<file path="config.mk">
export PLATFORM = sky130hd
export DESIGN_NAME = awsf_front
export DESIGN_NICKNAME = d
export VERILOG_FILES = /design/src/rtl/core/awsf_pkg.sv /design/src/rtl/core/awsf_front.sv
export SDC_FILE = /design/constraint.sdc
export NUM_CORES = 1
export LEC_CHECK = 0
export ABC_AREA = 1
export BUFFER_PORTS_ARGS = -buffer_cell sky130_fd_sc_hd__buf_4
export CORE_AREA = 2 2 239 241
export CTS_CLUSTER_DIAMETER = 200
export DETAILED_ROUTE_END_ITERATION = 10
export DIE_AREA = 0 0 241 243
export GPL_ROUTABILITY_DRIVEN = 0
export PLACE_DENSITY = 0.52
export SLEW_MARGIN = 10
export SYNTH_ARGS = -nofsm -noshare
export SYNTH_HDL_FRONTEND = slang
export SYNTH_SLANG_ARGS = --single-unit
</file>
<file path="constraint.sdc">
create_clock -name clk -period 10.3 [get_ports clk]
set_clock_uncertainty 0.1 [all_clocks]
set_input_delay 1.03 -clock clk [delete_from_list [all_inputs] [get_ports clk]]
set_output_delay 1.03 -clock clk [all_outputs]
set_load 0.005 [all_outputs]
</file>
<file path="src/rtl/core/awsf_pkg.sv">
// types and constants shared by the window statistics block
// no dependencies
package awsf_pkg;

	localparam int LEN_W = 9;   // effective window length, up to 256
	localparam int SUM_W = 25;  // signed running z sum
	localparam int ACC_W = 41;  // squared-deviation and abs-deviation sums
	localparam int WL_RESET = 64;
	localparam logic [14:0] SAT15 = 15'h7fff;

	typedef struct packed {
		logic signed [15:0] accel_x;
		logic signed [15:0] accel_y;
		logic signed [15:0] accel_z;
	} sample_t;

	typedef struct packed {
		logic [14:0]        variance_z;
		logic [14:0]        mean_abs_dev_z;
		logic signed [15:0] min_y;
		logic [14:0]        range_x;
		logic [14:0]        range_y;
		logic [14:0]        range_z;
	} result_t;

	// one finished window handed from front to back
	typedef struct packed {
		logic                    bank;
		logic [LEN_W-1:0]        len;
		logic signed [SUM_W-1:0] sum;
		logic signed [15:0]      min_y;
		logic [14:0]             range_x;
		logic [14:0]             range_y;
		logic [14:0]             range_z;
	} job_t;

endpackage

</file>
<file path="src/rtl/core/awsf_front.sv">
// sample intake: running extremes, z sum, z store writes, one-entry job queue
// uses awsf_pkg
module awsf_front import awsf_pkg::*; #(
	parameter int MAX_WINDOW = 256
) (
	input  logic                          clk,
	input  logic                          arst_n,
	input  logic                          start,
	input  sample_t                       sample,
	output logic                          busy,
	input  logic                          cfg_we,
	input  logic [7:0]                    cfg_data,
	output logic                          ram_we,
	output logic [$clog2(MAX_WINDOW):0]   ram_waddr,
	output logic [15:0]                   ram_wdata,
	output logic                          job_valid,
	output job_t                          job,
	input  logic                          back_ready
);

	localparam int AW = $clog2(MAX_WINDOW);

	logic [7:0]              wlen_q;
	logic [LEN_W-1:0]        cnt_q;
	logic signed [SUM_W-1:0] sum_q;
	logic                    wbank_q;
	logic signed [15:0]      mnx_q, mxx_q, mny_q, mxy_q, mnz_q, mxz_q;
	logic signed [15:0]      mnx_n, mxx_n, mny_n, mxy_n, mnz_n, mxz_n;
	logic [LEN_W-1:0]        eff_len, cnt_n;
	logic signed [SUM_W-1:0] sum_n;
	logic                    take, first, last;

	function automatic logic [14:0] sat_range(logic signed [15:0] hi, logic signed [15:0] lo);
		logic signed [16:0] d;
		d = 17'(hi) - 17'(lo);
		return (d > 17'sd32767) ? SAT15 : d[14:0];
	endfunction

	// effective window length
	always_comb begin
		eff_len = {1'b0, wlen_q};
		if (eff_len < LEN_W'(2)) eff_len = LEN_W'(2);
		if (eff_len > LEN_W'(MAX_WINDOW)) eff_len = LEN_W'(MAX_WINDOW);
	end

	assign busy = job_valid;
	assign take = start && !busy;
	assign first = cnt_q == '0;
	assign cnt_n = cnt_q + 1'b1;
	assign last = cnt_n >= eff_len;
	assign sum_n = sum_q + SUM_W'(sample.accel_z);

	// next extremes
	always_comb begin
		mnx_n = (first || sample.accel_x < mnx_q) ? sample.accel_x : mnx_q;
		mxx_n = (first || sample.accel_x > mxx_q) ? sample.accel_x : mxx_q;
		mny_n = (first || sample.accel_y < mny_q) ? sample.accel_y : mny_q;
		mxy_n = (first || sample.accel_y > mxy_q) ? sample.accel_y : mxy_q;
		mnz_n = (first || sample.accel_z < mnz_q) ? sample.accel_z : mnz_q;
		mxz_n = (first || sample.accel_z > mxz_q) ? sample.accel_z : mxz_q;
	end

	// z store write
	assign ram_we = take;
	assign ram_waddr = {wbank_q, cnt_q[AW-1:0]};
	assign ram_wdata = sample.accel_z;

	// window control and queue
	always_ff @(posedge clk or negedge arst_n) begin
		if (!arst_n) begin
			wlen_q <= 8'(WL_RESET);
			cnt_q <= '0;
			sum_q <= '0;
			wbank_q <= 1'b0;
			job_valid <= 1'b0;
		end else begin
			if (job_valid && back_ready) begin
				job_valid <= 1'b0;
			end
			if (cfg_we) begin
				wlen_q <= cfg_data;
				cnt_q <= '0;
				sum_q <= '0;
			end else if (take) begin
				if (last) begin
					cnt_q <= '0;
					sum_q <= '0;
					wbank_q <= ~wbank_q;
					job_valid <= 1'b1;
				end else begin
					cnt_q <= cnt_n;
					sum_q <= sum_n;
				end
			end
		end
	end

	// extremes and queued job payload
	always_ff @(posedge clk) begin
		if (take) begin
			mnx_q <= mnx_n;
			mxx_q <= mxx_n;
			mny_q <= mny_n;
			mxy_q <= mxy_n;
			mnz_q <= mnz_n;
			mxz_q <= mxz_n;
			if (last) begin
				job.bank <= wbank_q;
				job.len <= eff_len;
				job.sum <= sum_n;
				job.min_y <= mny_n;
				job.range_x <= sat_range(mxx_n, mnx_n);
				job.range_y <= sat_range(mxy_n, mny_n);
				job.range_z <= sat_range(mxz_n, mnz_n);
			end
		end
	end

endmodule

</file>
== Word-level counts from Yosys, hierarchy flattened ==
Index checks and enable logic that the tools add are counted.

* Logic and storage cells: 68
* Register bits: 236
* Input port bits: 61

* $add $sub $neg: 5
* Bitwise operators: 2
* Reduce and logical (&&, ||, !) cells: 13
* Order comparisons: 12
* Multiplexer cells: 18

{| class="wikitable"
|+ Operators by type and width
! cell !! number
|-
| $mux 16 || 6
|-
| $mux 25 || 3
|-
| $gt 17x16->1 const B || 3
|-
| $sub 16x16->17 || 3
|-
| $gt 16x16->1 || 3
|-
| $lt 16x16->1 || 3
|-
| $mux 9 || 4
|-
| $add 25x16->25 || 1
|-
| $add 9x1->9 const B || 1
|-
| $ge 9x9->1 || 1
|-
| $gt 9x9->1 const B || 1
|-
| $logic_not 9->1 || 1
|-
| $lt 8x2->1 const B || 1
|-
| $mux 8 || 1
|-
| $logic_or 1x1->1 || 6
|-
| $mux 1 || 4
|-
| $reduce_and 3->1 || 1
|-
| $logic_and 1x1->1 || 2
|-
| $not 1->1 || 2
|-
| $reduce_and 2->1 || 1
|-
| $reduce_bool 2->1 || 1
|-
| $logic_not 1->1 || 1
|}

== Logic depth before layout (Yosys ltp) ==
* Depth in word-level cells: 8
* Mapped depth: 31

== Worst setup path after synthesis ==
No wires, ideal clock.

* Path kind: input -> register
* From: input port start
* To: register job[0] (netlist bit) (enable)
* Setup slack: -0.025 ns
* Buffers on the path: 0
* Data arrival time: 9.673 ns
* Stages on the path: 4
* Cell sequence: inv_1 > nor2_1 > inv_1 > nor2_1

* Cells in the longest elaborated chain, start to end: 2

{| class="wikitable"
|+ Ends and longest elaborated chain
! element !! line !! RTL
|-
| from (decl) || awsf_front.sv:8 || <nowiki>input logic start,</nowiki>
|-
| $logic_and 1x1->1 || awsf_front.sv:47 || <nowiki>assign take = start && !busy;</nowiki>
|-
| named net ram_we || awsf_front.sv:13 || <nowiki>output logic ram_we,</nowiki>
|-
| $reduce_and 2->1 (no source line) || n/a ||
|-
| to (decl) || awsf_front.sv:17 || <nowiki>output job_t job,</nowiki>
|}

The timed path passes the listed nets, and every way through them passes these cells.
A chain may end at the register's enable or synchronous reset.

== Worst setup path in the final report ==
* From: input port sample[23] (netlist bit)
* To: register job[18] (netlist bit) (data pin)

* Cells in the longest elaborated chain, start to end: 5

{| class="wikitable"
|+ Ends and longest elaborated chain
! element !! line !! RTL
|-
| from (decl) || awsf_front.sv:9 || <nowiki>input sample_t sample,</nowiki>
|-
| $lt 16x16->1 * || awsf_front.sv:57 || <nowiki>mny_n = (first || sample.accel_y < mny_q) ? sample.accel_y : mny_q;</nowiki>
|-
| $logic_or 1x1->1 * || awsf_front.sv:57 ||
|-
| $mux 16 * || awsf_front.sv:57 ||
|-
| named net mny_n[0] || awsf_front.sv:28 || <nowiki>logic signed [15:0] mnx_n, mxx_n, mny_n, mxy_n, mnz_n, mxz_n;</nowiki>
|-
| $sub 16x16->17 * || awsf_front.sv:35 || <nowiki>d = 17'(hi) - 17'(lo);</nowiki>
|-
| $gt 17x16->1 || awsf_front.sv:36 || <nowiki>return (d > 17'sd32767) ? SAT15 : d[14:0];</nowiki>
|}

The timed path passes the listed nets; every way through them passes the cells marked *.

==> results.ini <==
[sta]
hold_viol = 0
fmax_mhz = 204
post-route-period-util = 0.477
setup_viol = 0
min_period_ns = 4.91
slew_viol_final = 0
slew-limit-headroom = 0.440
setup_ws_ns = 5.39
finalSetupTns_ns = 0
whs_ns = 0.339
worstMarginPinSlew_ns = 0.840
rsz0062_at_grt = no

[setup_path]
endpoint_kind = flip-flop
worst-path-buf-inv = 3
startpoint_type = input pin
r2r-start = cnt_q[4]
cpLargestDelayFamily = simple AND/OR/NAND/NOR gates
critPathLaunch = sample[23]
slowest_delay_ns = 0.54
worst_ep_required_time_ns = 10.51
crit_chain = buf_4 > ha_1 > a21oi_1 > o21a_1 > nand2_1 > nand2_1 > nand2_1 > nand2_2 > nand3_2 > a21oi_1 > ha_1 > inv_1 > fa_1 > a31o_2 > inv_1 > nand2_1 > nand2_1 > nand2_2 > nand2_1 > nand3_1 > nand2_4 > nand3_1
cp_max_fo = 32
cp_data_arrival_time_ns = 5.12
path_class = input pin to flip-flop
crit_top_cell = nand2_1
cpMaxStageDelayCell = nand3_2

[clock_tree]
clk_latency_ns = 0.58
cts_buffers = 31
cts_setup_buffers = 0
hold_buffers = 0
clock-sinks = 235
cts_tree = yes
cts.clk_slew.worst_paths_ns = 0.06
post_cts_resized = 0
cts-root-buf = clkbuf_16
clk_path_buf_depth = 3
htreeDepth = 1

[global_route]
grt_max_degree = 55
grt_usage = 0.147
first_global_vias = 13000
grt_first_pass_wirelength_mm = 69.2
grt-ovfl-total = 0
antenna_found_initial = 0

[layout]
fillers = 5822
area_growth_syn_to_layout_pct = 17.3
layout-drive-gt1-share = 0.173
fin_nets = 2339
insertedDiodeCount = 0

[die]
start_util = 0.298
die_width_um = 241
dieArea_mm2 = 0.0586
io_pins = 185
core_mm2 = 0.0560
rows = 87
die_y_um = 243

[routing]
vias = 13300
via_per_inst = 4.62
drc = 0
wirelength_mm = 43.4
antenna_left = 0
first_pass_iters = 7
drtIter0Drc = 568
avgRoutedWirePerCell_um = 15.1

[synthesis]
synth_top_area_cell = edfxtp_1
synth_cell_types = 55
syn_avg_cell_area_um2 = 8.54
yosys.area_share.adder = 0.132
synth_top_family_by_area = simple AND/OR/NAND/NOR gates
syn_inst = 1952
synth-simple-area-share = 0.232
synth_edf_count = 191
ys_async_sr_fraction = 0.187
synth-seq-cells = 235
yosysSeqAreaShare = 0.410
synthDominantCellAreaShare = 0.344
netlist_area_mm2 = 0.0167
synth_nets = 2186
yosysWarnings = 0
synthTopCellsByArea = edfxtp_1 34%, ha_1 13%, nand2_1 11%
synth_ff_type = edfxtp_1
synth-compound-area-share = 0.0946
synth-xor-area-share = 0.0247
synthMuxAreaShare = 0.000676

[power_and_ir_drop]
power_density_mw_per_mm2 = 304
power_uw = 5940
ir_drop_uv = 133
p_leak_uw = 0.00975

[worst_hold_path]
min-delay-start = wlen_q[7]
holdCritPathClass = flip-flop to flip-flop

[placed_design]
dp_hpwl_mm = 32.4
portBuffers = 183
post-place-ws_ns = 4.75

[status]
status = finished, final reports clean

[run]
maxCapViolCount = 0

## power by group
part,switching [uW],internal (uW)
clock network,439,620
registers,78.2,1410
logic,2200,1200
## flip-flops by register name (all words and copies together), names as in the netlist, 8 cells and up
| name | flops |
|---|---|
| job | 95 |
| sum_q | 25 |
| mnx_q | 16 |
| mny_q | 16 |
| mnz_q | 16 |
| mxx_q | 16 |
| mxy_q | 16 |
| mxz_q | 16 |
| cnt_q | 9 |
| wlen_q | 8 |
## through the flow
stage,cells,utilization,area (um2)
after floorplan,1952,-,16700
after global routing,2886,0.349,19500
after global placement,2828,0.332,18600
after detailed placement,2828,0.332,18600
after CTS,2886,0.349,19500
final,2886,0.349,19500
## kinds of logic (layout without fill, tap and decap cells)
logic type | after synthesis | after routing
compound gates | 274 | 274
fa+ha+maj | 173 | 173
other cells | 1 | 1
simple gates | 815 | 815
mux | 1 | 1
flops | 235 | 235
buf+inv | 406 | 584
xor+xnor | 47 | 47
## routing by layer
metal	up-vias	GRT usage	routed length [um]
li1	6749	-	-
met1	6252	0.192	19700
met2	260	0.253	20900
met3	62	0.0216	1850
met4	0	0.0369	934
met5	-	0	0
## cell type report
cell class | instances | area, um2 | area share
clock buffers | 45 | 890 | 0.0455
clock inverters | 13 | 95.1 | 0.00487
inverters | 337 | 1260 | 0.0647
multi-input cells | 1311 | 8090 | 0.414
flip-flops and latches | 235 | 6840 | 0.350
well taps | 756 | 946 | 0.0484
repair buffers | 189 | 1420 | 0.0726
## cells in the final DEF (no fill, tap or decap), types with 17 or more instances in the layout
master / n
nand2_1: 471
inv_1: 330
edfxtp_1: 191
buf_4: 189
ha_1: 169
o21ai_0: 117
a21oi_1: 90
nand3_1: 86
nor2_1: 72
nand2_2: 54
dfrtp_1: 43
nand3_2: 41
nand4_1: 34
clkbuf_16: 32
xor2_1: 30
nor3_1: 18
xnor2_1: 17
## worst paths after layout
| path | to | slack [ns] | cells past startpoint |
|---|---|---|---|
| worst max-delay path | job[18] | 5.39 | 22 |
| worst min-delay path | job[93] | 0.34 | 0 |
| worst max register to register | job[18] | 5.50 | 17 |
| worst min register to register | job[93] | 0.34 | 0 |
| max in group asynchronous | cnt_q[5] | 9.31 | 1 |
| min in group asynchronous | sum_q[22] | 0.37 | 1 |
## cells in the mapped netlist (17+ instances only)
master / count
a21oi_1: 90
buf_4: 29
clkbuf_1: 26
dfrtp_1: 43
edfxtp_1: 191
ha_1: 169
inv_1: 330
nand2_1: 471
nand2_2: 54
nand3_1: 86
nand3_2: 41
nand4_1: 34
nor2_1: 75
nor3_1: 18
o21ai_0: 117
xnor2_1: 17
xor2_1: 30
No activity file was read; power rests on OpenSTA's default activity.
