File: config.mk
export PLATFORM = sky130hd
export DESIGN_NAME = awsf_back
export DESIGN_NICKNAME = d
export VERILOG_FILES = /design/src/rtl/core/awsf_pkg.sv /design/src/rtl/core/awsf_div.sv /design/src/rtl/core/awsf_back.sv
export SDC_FILE = /design/constraint.sdc
export NUM_CORES = 1
export LEC_CHECK = 0
export BUFFER_PORTS_ARGS = -buffer_cell sky130_fd_sc_hd__clkbuf_2
export CORE_MARGIN = 3
export CORE_UTILIZATION = 45
export DETAILED_ROUTE_END_ITERATION = 12
export MAX_ROUTING_LAYER = met4
export PLACE_DENSITY = 0.74
export SYNTH_ARGS = -nofsm -noshare
export SYNTH_HDL_FRONTEND = slang
export SYNTH_HIERARCHICAL = 1
export SYNTH_SLANG_ARGS = --single-unit
File: constraint.sdc
create_clock -name clk -period 7.4 [get_ports clk]
set_input_delay 0.74 -clock clk [delete_from_list [all_inputs] [get_ports clk]]
set_output_delay 0.74 -clock clk [all_outputs]
set_load 0.01 [all_outputs]
File: src/rtl/core/awsf_pkg.sv
// types and constants shared by the window statistics block
// no dependencies
package awsf_pkg;

	localparam int LEN_W = 9;   // effective window length, up to 256
	localparam int SUM_W = 25;  // signed running z sum
	localparam int ACC_W = 41;  // squared-deviation and abs-deviation sums
	localparam int WL_RESET = 64;
	localparam logic [14:0] SAT15 = 15'h7fff;

	typedef struct packed {
		logic signed [15:0] accel_x;
		logic signed [15:0] accel_y;
		logic signed [15:0] accel_z;
	} sample_t;

	typedef struct packed {
		logic [14:0]        variance_z;
		logic [14:0]        mean_abs_dev_z;
		logic signed [15:0] min_y;
		logic [14:0]        range_x;
		logic [14:0]        range_y;
		logic [14:0]        range_z;
	} result_t;

	// one finished window handed from front to back
	typedef struct packed {
		logic                    bank;
		logic [LEN_W-1:0]        len;
		logic signed [SUM_W-1:0] sum;
		logic signed [15:0]      min_y;
		logic [14:0]             range_x;
		logic [14:0]             range_y;
		logic [14:0]             range_z;
	} job_t;

endpackage

File: src/rtl/core/awsf_div.sv
// iterative restoring divider, one quotient bit per cycle
// uses awsf_pkg
module awsf_div import awsf_pkg::*; (
	input  logic             clk,
	input  logic             arst_n,
	input  logic             go,
	input  logic [ACC_W-1:0] dividend,
	input  logic [LEN_W-1:0] divisor,
	output logic             done,
	output logic [ACC_W-1:0] quotient
);

	localparam int CW = $clog2(ACC_W + 1);

	logic [CW-1:0]    cnt_q;
	logic             act_q;
	logic [LEN_W-1:0] rem_q;
	logic [LEN_W-1:0] dsr_q;
	logic [LEN_W:0]   rem_sh;
	logic             fits;

	assign rem_sh = {rem_q, quotient[ACC_W-1]};
	assign fits = rem_sh >= {1'b0, dsr_q};

	// shift-subtract loop
	always_ff @(posedge clk or negedge arst_n) begin
		if (!arst_n) begin
			cnt_q <= '0;
			act_q <= 1'b0;
			done <= 1'b0;
		end else begin
			done <= 1'b0;
			if (go) begin
				act_q <= 1'b1;
				cnt_q <= CW'(ACC_W);
			end else if (act_q) begin
				cnt_q <= cnt_q - 1'b1;
				if (cnt_q == CW'(1)) begin
					act_q <= 1'b0;
					done <= 1'b1;
				end
			end
		end
	end

	// datapath
	always_ff @(posedge clk) begin
		if (go) begin
			quotient <= dividend;
			rem_q <= '0;
			dsr_q <= divisor;
		end else if (act_q) begin
			if (fits) begin
				rem_q <= LEN_W'(rem_sh - {1'b0, dsr_q});
			end else begin
				rem_q <= rem_sh[LEN_W-1:0];
			end
			quotient <= {quotient[ACC_W-2:0], fits};
		end
	end

endmodule

File: src/rtl/core/awsf_back.sv
// window finish: mean, deviation sweep over stored z, final divisions
// uses awsf_pkg, awsf_div
module awsf_back import awsf_pkg::*; #(
	parameter int MAX_WINDOW = 256
) (
	input  logic                        clk,
	input  logic                        arst_n,
	input  logic                        job_valid,
	input  job_t                        job,
	output logic                        ready,
	output logic [$clog2(MAX_WINDOW):0] ram_raddr,
	input  logic [15:0]                 ram_rdata,
	output result_t                     result,
	output logic                        result_valid
);

	localparam int AW = $clog2(MAX_WINDOW);

	typedef enum logic [2:0] {S_IDLE, S_MEAN, S_SWEEP, S_VAR, S_MAD} state_t;

	state_t             state_q;
	job_t               job_q;
	logic signed [16:0] mean_q;
	logic [LEN_W-1:0]   rd_cnt_q;
	logic               v1_q, v2_s2, v3_s3;
	logic [16:0]        ad_s2, ad_s3;
	logic [33:0]        sq_s3;
	logic [ACC_W-1:0]   sq_acc_q, ab_acc_q;
	logic               div_go_q;
	logic [ACC_W-1:0]   div_dvd_q;
	logic [LEN_W-1:0]   div_dsr_q;
	logic               div_done;
	logic [ACC_W-1:0]   div_quo;
	logic               issue, sweep_end;
	logic signed [17:0] dev;
	logic [SUM_W-1:0]   sum_mag;

	function automatic logic [14:0] sat_quo(logic [ACC_W-1:0] q);
		return (q > ACC_W'(32767)) ? SAT15 : q[14:0];
	endfunction

	awsf_div u_div (
		.clk      (clk),
		.arst_n   (arst_n),
		.go       (div_go_q),
		.dividend (div_dvd_q),
		.divisor  (div_dsr_q),
		.done     (div_done),
		.quotient (div_quo)
	);

	assign ready = state_q == S_IDLE;
	assign issue = (state_q == S_SWEEP) && (rd_cnt_q < job_q.len);
	assign sweep_end = (state_q == S_SWEEP) && !issue && !v1_q && !v2_s2 && !v3_s3;
	assign ram_raddr = {job_q.bank, rd_cnt_q[AW-1:0]};
	assign dev = 18'(signed'(ram_rdata)) - 18'(mean_q);
	assign sum_mag = job.sum[SUM_W-1] ? SUM_W'(-job.sum) : SUM_W'(job.sum);

	// control and registered result
	always_ff @(posedge clk or negedge arst_n) begin
		if (!arst_n) begin
			state_q <= S_IDLE;
			result_valid <= 1'b0;
			div_go_q <= 1'b0;
			v1_q <= 1'b0;
			v2_s2 <= 1'b0;
			v3_s3 <= 1'b0;
		end else begin
			result_valid <= 1'b0;
			div_go_q <= 1'b0;
			v1_q <= issue;
			v2_s2 <= v1_q;
			v3_s3 <= v2_s2;
			case (state_q)
				S_IDLE: begin
					if (job_valid) begin
						div_go_q <= 1'b1;
						state_q <= S_MEAN;
					end
				end
				S_MEAN: begin
					if (div_done) begin
						state_q <= S_SWEEP;
					end
				end
				S_SWEEP: begin
					if (sweep_end) begin
						div_go_q <= 1'b1;
						state_q <= S_VAR;
					end
				end
				S_VAR: begin
					if (div_done) begin
						div_go_q <= 1'b1;
						state_q <= S_MAD;
					end
				end
				S_MAD: begin
					if (div_done) begin
						result_valid <= 1'b1;
						state_q <= S_IDLE;
					end
				end
				default: state_q <= S_IDLE;
			endcase
		end
	end

	// datapath
	always_ff @(posedge clk) begin
		// deviation pipeline
		ad_s2 <= dev[17] ? 17'(-dev) : 17'(dev);
		ad_s3 <= ad_s2;
		sq_s3 <= ad_s2 * ad_s2;
		if (issue) begin
			rd_cnt_q <= rd_cnt_q + 1'b1;
		end
		if (v3_s3) begin
			sq_acc_q <= sq_acc_q + ACC_W'(sq_s3);
			ab_acc_q <= ab_acc_q + ACC_W'(ad_s3);
		end
		case (state_q)
			S_IDLE: begin
				if (job_valid) begin
					job_q <= job;
					div_dvd_q <= ACC_W'(sum_mag);
					div_dsr_q <= job.len;
				end
			end
			S_MEAN: begin
				if (div_done) begin
					mean_q <= job_q.sum[SUM_W-1] ? 17'(-div_quo[16:0]) : div_quo[16:0];
					rd_cnt_q <= '0;
					sq_acc_q <= '0;
					ab_acc_q <= '0;
				end
			end
			S_SWEEP: begin
				if (sweep_end) begin
					div_dvd_q <= sq_acc_q;
					div_dsr_q <= job_q.len - 1'b1;
				end
			end
			S_VAR: begin
				if (div_done) begin
					result.variance_z <= sat_quo(div_quo);
					div_dvd_q <= ab_acc_q;
					div_dsr_q <= job_q.len;
				end
			end
			S_MAD: begin
				if (div_done) begin
					result.mean_abs_dev_z <= sat_quo(div_quo);
					result.min_y <= job_q.min_y;
					result.range_x <= job_q.range_x;
					result.range_y <= job_q.range_y;
					result.range_z <= job_q.range_z;
				end
			end
			default: ;
		endcase
	end

endmodule

# == Word level (Yosys, flattened, before mapping) ==
# Cells that the tools add are included.
# totals
regBits,488
latch_bits,0
mem_bits_rw,0
mem_bits_ro,0
inputBits,115
out_inout_bits,102
word_cells,119
mem_count,0
# op_classes
n_addsub,10
n_mul,1
div,0
n_lt_le_gt_ge,3
eq_ne,10
shifts,0
mux,43
bitwise,0
n_reduce_logical,18
# ops
operator,count
41-bit two-way mux,11
41-bit one-hot mux with 3 select lines,1
9-bit two-way mux,7
41-bit by 17-bit adder with 41-bit output,1
41-bit by 34-bit adder with 41-bit output,1
"41-bit by 15-bit > comparator with 1-bit output, second input constant",1
17-bit by 17-bit multiplier with 34-bit output,1
17-bit two-way mux,2
17-bit negator,2
9-bit one-hot mux with 3 select lines,1
25-bit two-way mux,1
25-bit negator,1
16-bit by 17-bit subtractor with 18-bit output,1
15-bit two-way mux,1
3-bit two-way mux,5
3-bit one-hot mux with 5 select lines,1
6-bit two-way mux,2
10-bit by 9-bit greater-or-equal comparator with 1-bit output,1
1-bit two-way mux,10
"9-bit by 1-bit adder with 9-bit output, second input constant",1
9-bit less-than comparator,1
"9-bit by 1-bit subtractor with 9-bit output, second input constant",1
9-bit subtractor,1
2-bit AND reduction,4
15 further kinds,26

# == Depth between registers and ports, before layout ==
# depth
depth_word,9
depth_mapped,26
ltp_nobuf,25

# == Modules after synthesis ==
# Netlist, hierarchy kept.
# by_module_without_submodules
mod,n_inst,cells_per_inst,area_per_inst_um2
awsf_back,1,2520,26233.9
awsf_div,1,243,3239.4

# == Least setup slack after synthesis ==
# No wires, ideal clock.
# synth_timing
kind,reg-to-reg
from,register ad_s2[5]
to,register sq_s3[32]
setup_time_ps,118
arrival_time_ps,6161
required_time_ps,7282
setup_slack_ps,1122
path_stages_with_launch,25
n_path_buf,1
synth_period_minus_slack_ps,6278
cell_sequence,dfxtp_1 clkbuf_1 nand2_1 fa_1 inv_1 fa_1 inv_1 fa_1 inv_1 fa_1 fa_1 inv_1 fa_1 inv_1 ha_1 a21o_1 a31oi_1 nand2_1 a21oi_1 nor2b_1 o311ai_0 a211oi_1 o311ai_0 nand2_1 xor2_1
# synth_between
elab_chain_len,1
# synth_rtl
item,line,text
"start, declared",awsf_back.sv:26,"logic [16:0] ad_s2, ad_s3;"
"start signal, assigned",awsf_back.sv:112,ad_s2 <= dev[17] ? 17'(-dev) : 17'(dev);
17-bit by 17-bit multiplier with 34-bit output,awsf_back.sv:114,sq_s3 <= ad_s2 * ad_s2;
"end signal, assigned",awsf_back.sv:114,
"end, declared",awsf_back.sv:27,logic [33:0] sq_s3;
# No other way between the ends.
# A chain may end at the register's enable or synchronous reset.

# == Worst setup path in the final report ==
# layout_timing
from,register ad_s2[4]
to,register sq_s3[26]
# Same word-level chain as after synthesis.

==> flow_summary.toml <==
[floorplan]
die_x_um = 261.9
die_area_um2 = 68600
num_rows = 93
core_area_um2 = 64580
die_h_um = 261.9
initial_core_util_pct = 45.64
io_pins = 217

[timing]
fin_ws_ns = 0.6727
period_minus_slack_ns = 6.727
maxSlewHeadroom_pct = 21.55
tightestPinTransition_ns = 1.176
setup_viol = 0
rsz0062_at_grt = "false"
finClkSkew_ns = 0.01719
final.setup.tns_ns = 0
hold_viol_final = 0
fin_hold_ws_ns = 0.1215
maxSlewViolCount = 0
max_freq_mhz = 148.6
fin_crit_sh_pct = 90.91

[global_route]
antenna_found_initial = 4
grt_overflow_total = 0
grt_max_degree = 76
grt_pass1_wl_um = 106100
grt_pass1_vias = 20230
gr-usage-all-layers_pct = 19.81

[layout]
layout.cells.most_common = "inv_1"
n_fill_cell = 5644
drive_gt1_share_pct = 12.91
layout.nets = 3468
areaGrowthSynthToFinish_pct = 11.98
most-common-layout-cells = "inv_1, edfxtp_1, clkbuf_2"

[synth]
synth_top_family_by_area = "adder cells"
synth_mux_area_share_pct = 3.706
ys_async_sr_fraction_pct = 3.463
synth-main-ff-cell = "edfxtp_1"
synth_fp_nets = 3277
ys_seq_elements = 462
synth-xor-area-share_pct = 5.642
yosysSeqAreaShare_pct = 41.16
synthAdderAreaFrac_pct = 21.91
synth_cell_type_count = 81
synthesis.area_um2 = 29470
syn_inst = 2763
synthSimpleGateAreaFrac_pct = 11.76
syn_avg_cell_area_um2 = 10.67
yosys_warnings = 6
synth-edff-count = 280
synth-compound-area-share_pct = 10.01

[placed_design]
portBuffers = 216
pre_cts_slack_ns = 0.7117
hpwl_um = 50340
place_congestion = 0.8988

[critical_path]
crit_path_end_kind = "register"
start_kind = "register"
worstPathArrival_ns = 7.18
worstPathRequired_ns = 7.85
crit_fanout = 18
critPathKind = "register to register"

[route]
drcViolationCount = 0
routed_wl_um = 66390
first_pass_iters = 5
wl_per_cell_um = 17.25
viasPerCell = 5.294
vias = 20380
antenna_left = 0
dr.first_iter.drc_count = 1637

[clocking]
cts.clk_slew.worst_paths_ns = 0.06
htree_levels = 2
postCtsSetupRepairBufs = 0
cts_tree = "built"
cts_resized = 0
clk_latency_ns = 0.57
clockBufferDepth = 3
cts_num_sinks = 462
postCtsHoldBufs = 0
numCtsBuffers = 45
clockRootBuffer = "clkbuf_16"

[worst_hold_path]
hold_class = "input port to asynchronous set/reset pin"

[flow_run]
maxCapViolCount = 0

[run_status]
status = "finished clean"
-- Yosys cell counts (all sizes together) (6+ instances only) --
master	count	area, um2
a211o	6	52.55
a211oi	48	390.4
a21o	52	391.6
a21oi	133	665.6
a311oi	6	52.55
a31oi	11	68.82
and2	57	356.6
and3	19	118.9
buf	20	117.6
clkbuf	74	277.8
dfrtp	16	400.4
dfxtp	166	3323
edfxtp	280	8408
fa	195	3904
ha	204	2552
inv	351	1318
mux2	41	461.7
mux2i	63	630.6
nand2	197	739.5
nand2b	39	259.0
nand3	41	205.2
nand4	25	156.4
nor2	189	711.9
nor2b	39	244.0
nor3	36	185.2
nor4	18	112.6
o211ai	8	60.06
o21a	14	105.1
o21ai	86	434.2
o21bai	15	116.4
o22ai	10	62.56
o31ai	16	120.1
o41ai	8	70.07
or2	7	43.79
or3	22	142.6
xnor2	127	1120
xor2	62	543.0
-- layout make-up --
class                      instances  area (um2)  area share (%)
antenna                            4       10.01         0.03033
clock buffer                      58        1205           3.651
clock inverter                    26       371.6           1.126
inverter                         351        1319           3.996
multi-input combinational       1856       15650           47.41
sequential                       462       12140           36.77
tap                              855        1070           3.241
timing repair buffer             238        1246           3.776
-- critical path: stages, from the launching register on --
cell	delay (ns)
dfxtp_1	0.77
nand2_1	0.25
fa_1	0.55
fa_1	0.46
fa_1	0.55
inv_1	0.05
fa_1	0.47
fa_1	0.55
inv_1	0.05
fa_1	0.52
inv_1	0.04
ha_1	0.34
a21o_1	0.20
a31oi_1	0.20
nand2_1	0.08
a21oi_1	0.16
nor2b_1	0.08
o311ai_0	0.50
nand2_1	0.16
a31oi_1	0.33
o21ai_0	0.15
xor2_1	0.16
-- worst paths after layout --
check,startpoint,end,slack [ns],depth (start not counted)
max in group asynchronous,arst_n,div_go_q$_DFF_PN0_,6.88,1
min reg2reg,v2_s2$_DFF_PN0_,v3_s3$_DFF_PN0_,0.38,0
min in group clk,job[21],job_q[21]$_DFFE_PP_,0.34,1
max,ad_s2[4]$_DFF_P_,sq_s3[26]$_DFF_P_,0.67,21
max reg2reg,ad_s2[4]$_DFF_P_,sq_s3[26]$_DFF_P_,0.67,21
min,arst_n,result_valid$_DFF_PN0_,0.12,1
-- metrics by stage --
stage               area (um2)  instances  utilization [%]
floorplan                29470       2763                -
global placement         31420       3762            48.65
detailed placement       31420       3762            48.65
CTS                      32990       3846            51.09
global route             33000       3850            51.11
finish                   33000       3850            51.11
-- routing by layer --
metal  part of all wire [%]  global-route usage [%]
met5                      0                       -
met1                     43                   25.26
met3                    5.7                   2.534
met2                     48                   32.95
met4                    2.8                   6.401
-- state kept, by name, indices dropped and copies added, names as in the netlist, 16 cells and up --
signal          cells
ab_acc_q           41
result             91
ad_s2              17
u_div/quotient     41
sq_s3              33
sq_acc_q           41
ad_s3              16
div_dvd_q          41
mean_q             17
job_q              71
-- kinds of logic (layout without fill, tap and decap cells) --
family / after synthesis / count (layout)
simple gates: 712 / 712
flops: 462 / 462
compound gates: 452 / 452
buf+inv: 445 / 673
fa+ha+maj: 399 / 399
xor+xnor: 189 / 189
mux: 104 / 104
other cells: 0 / 4
Power is left out: the tool's default activity adds up to more than one toggle a clock period on the data nets, which glitch-free logic cannot reach.
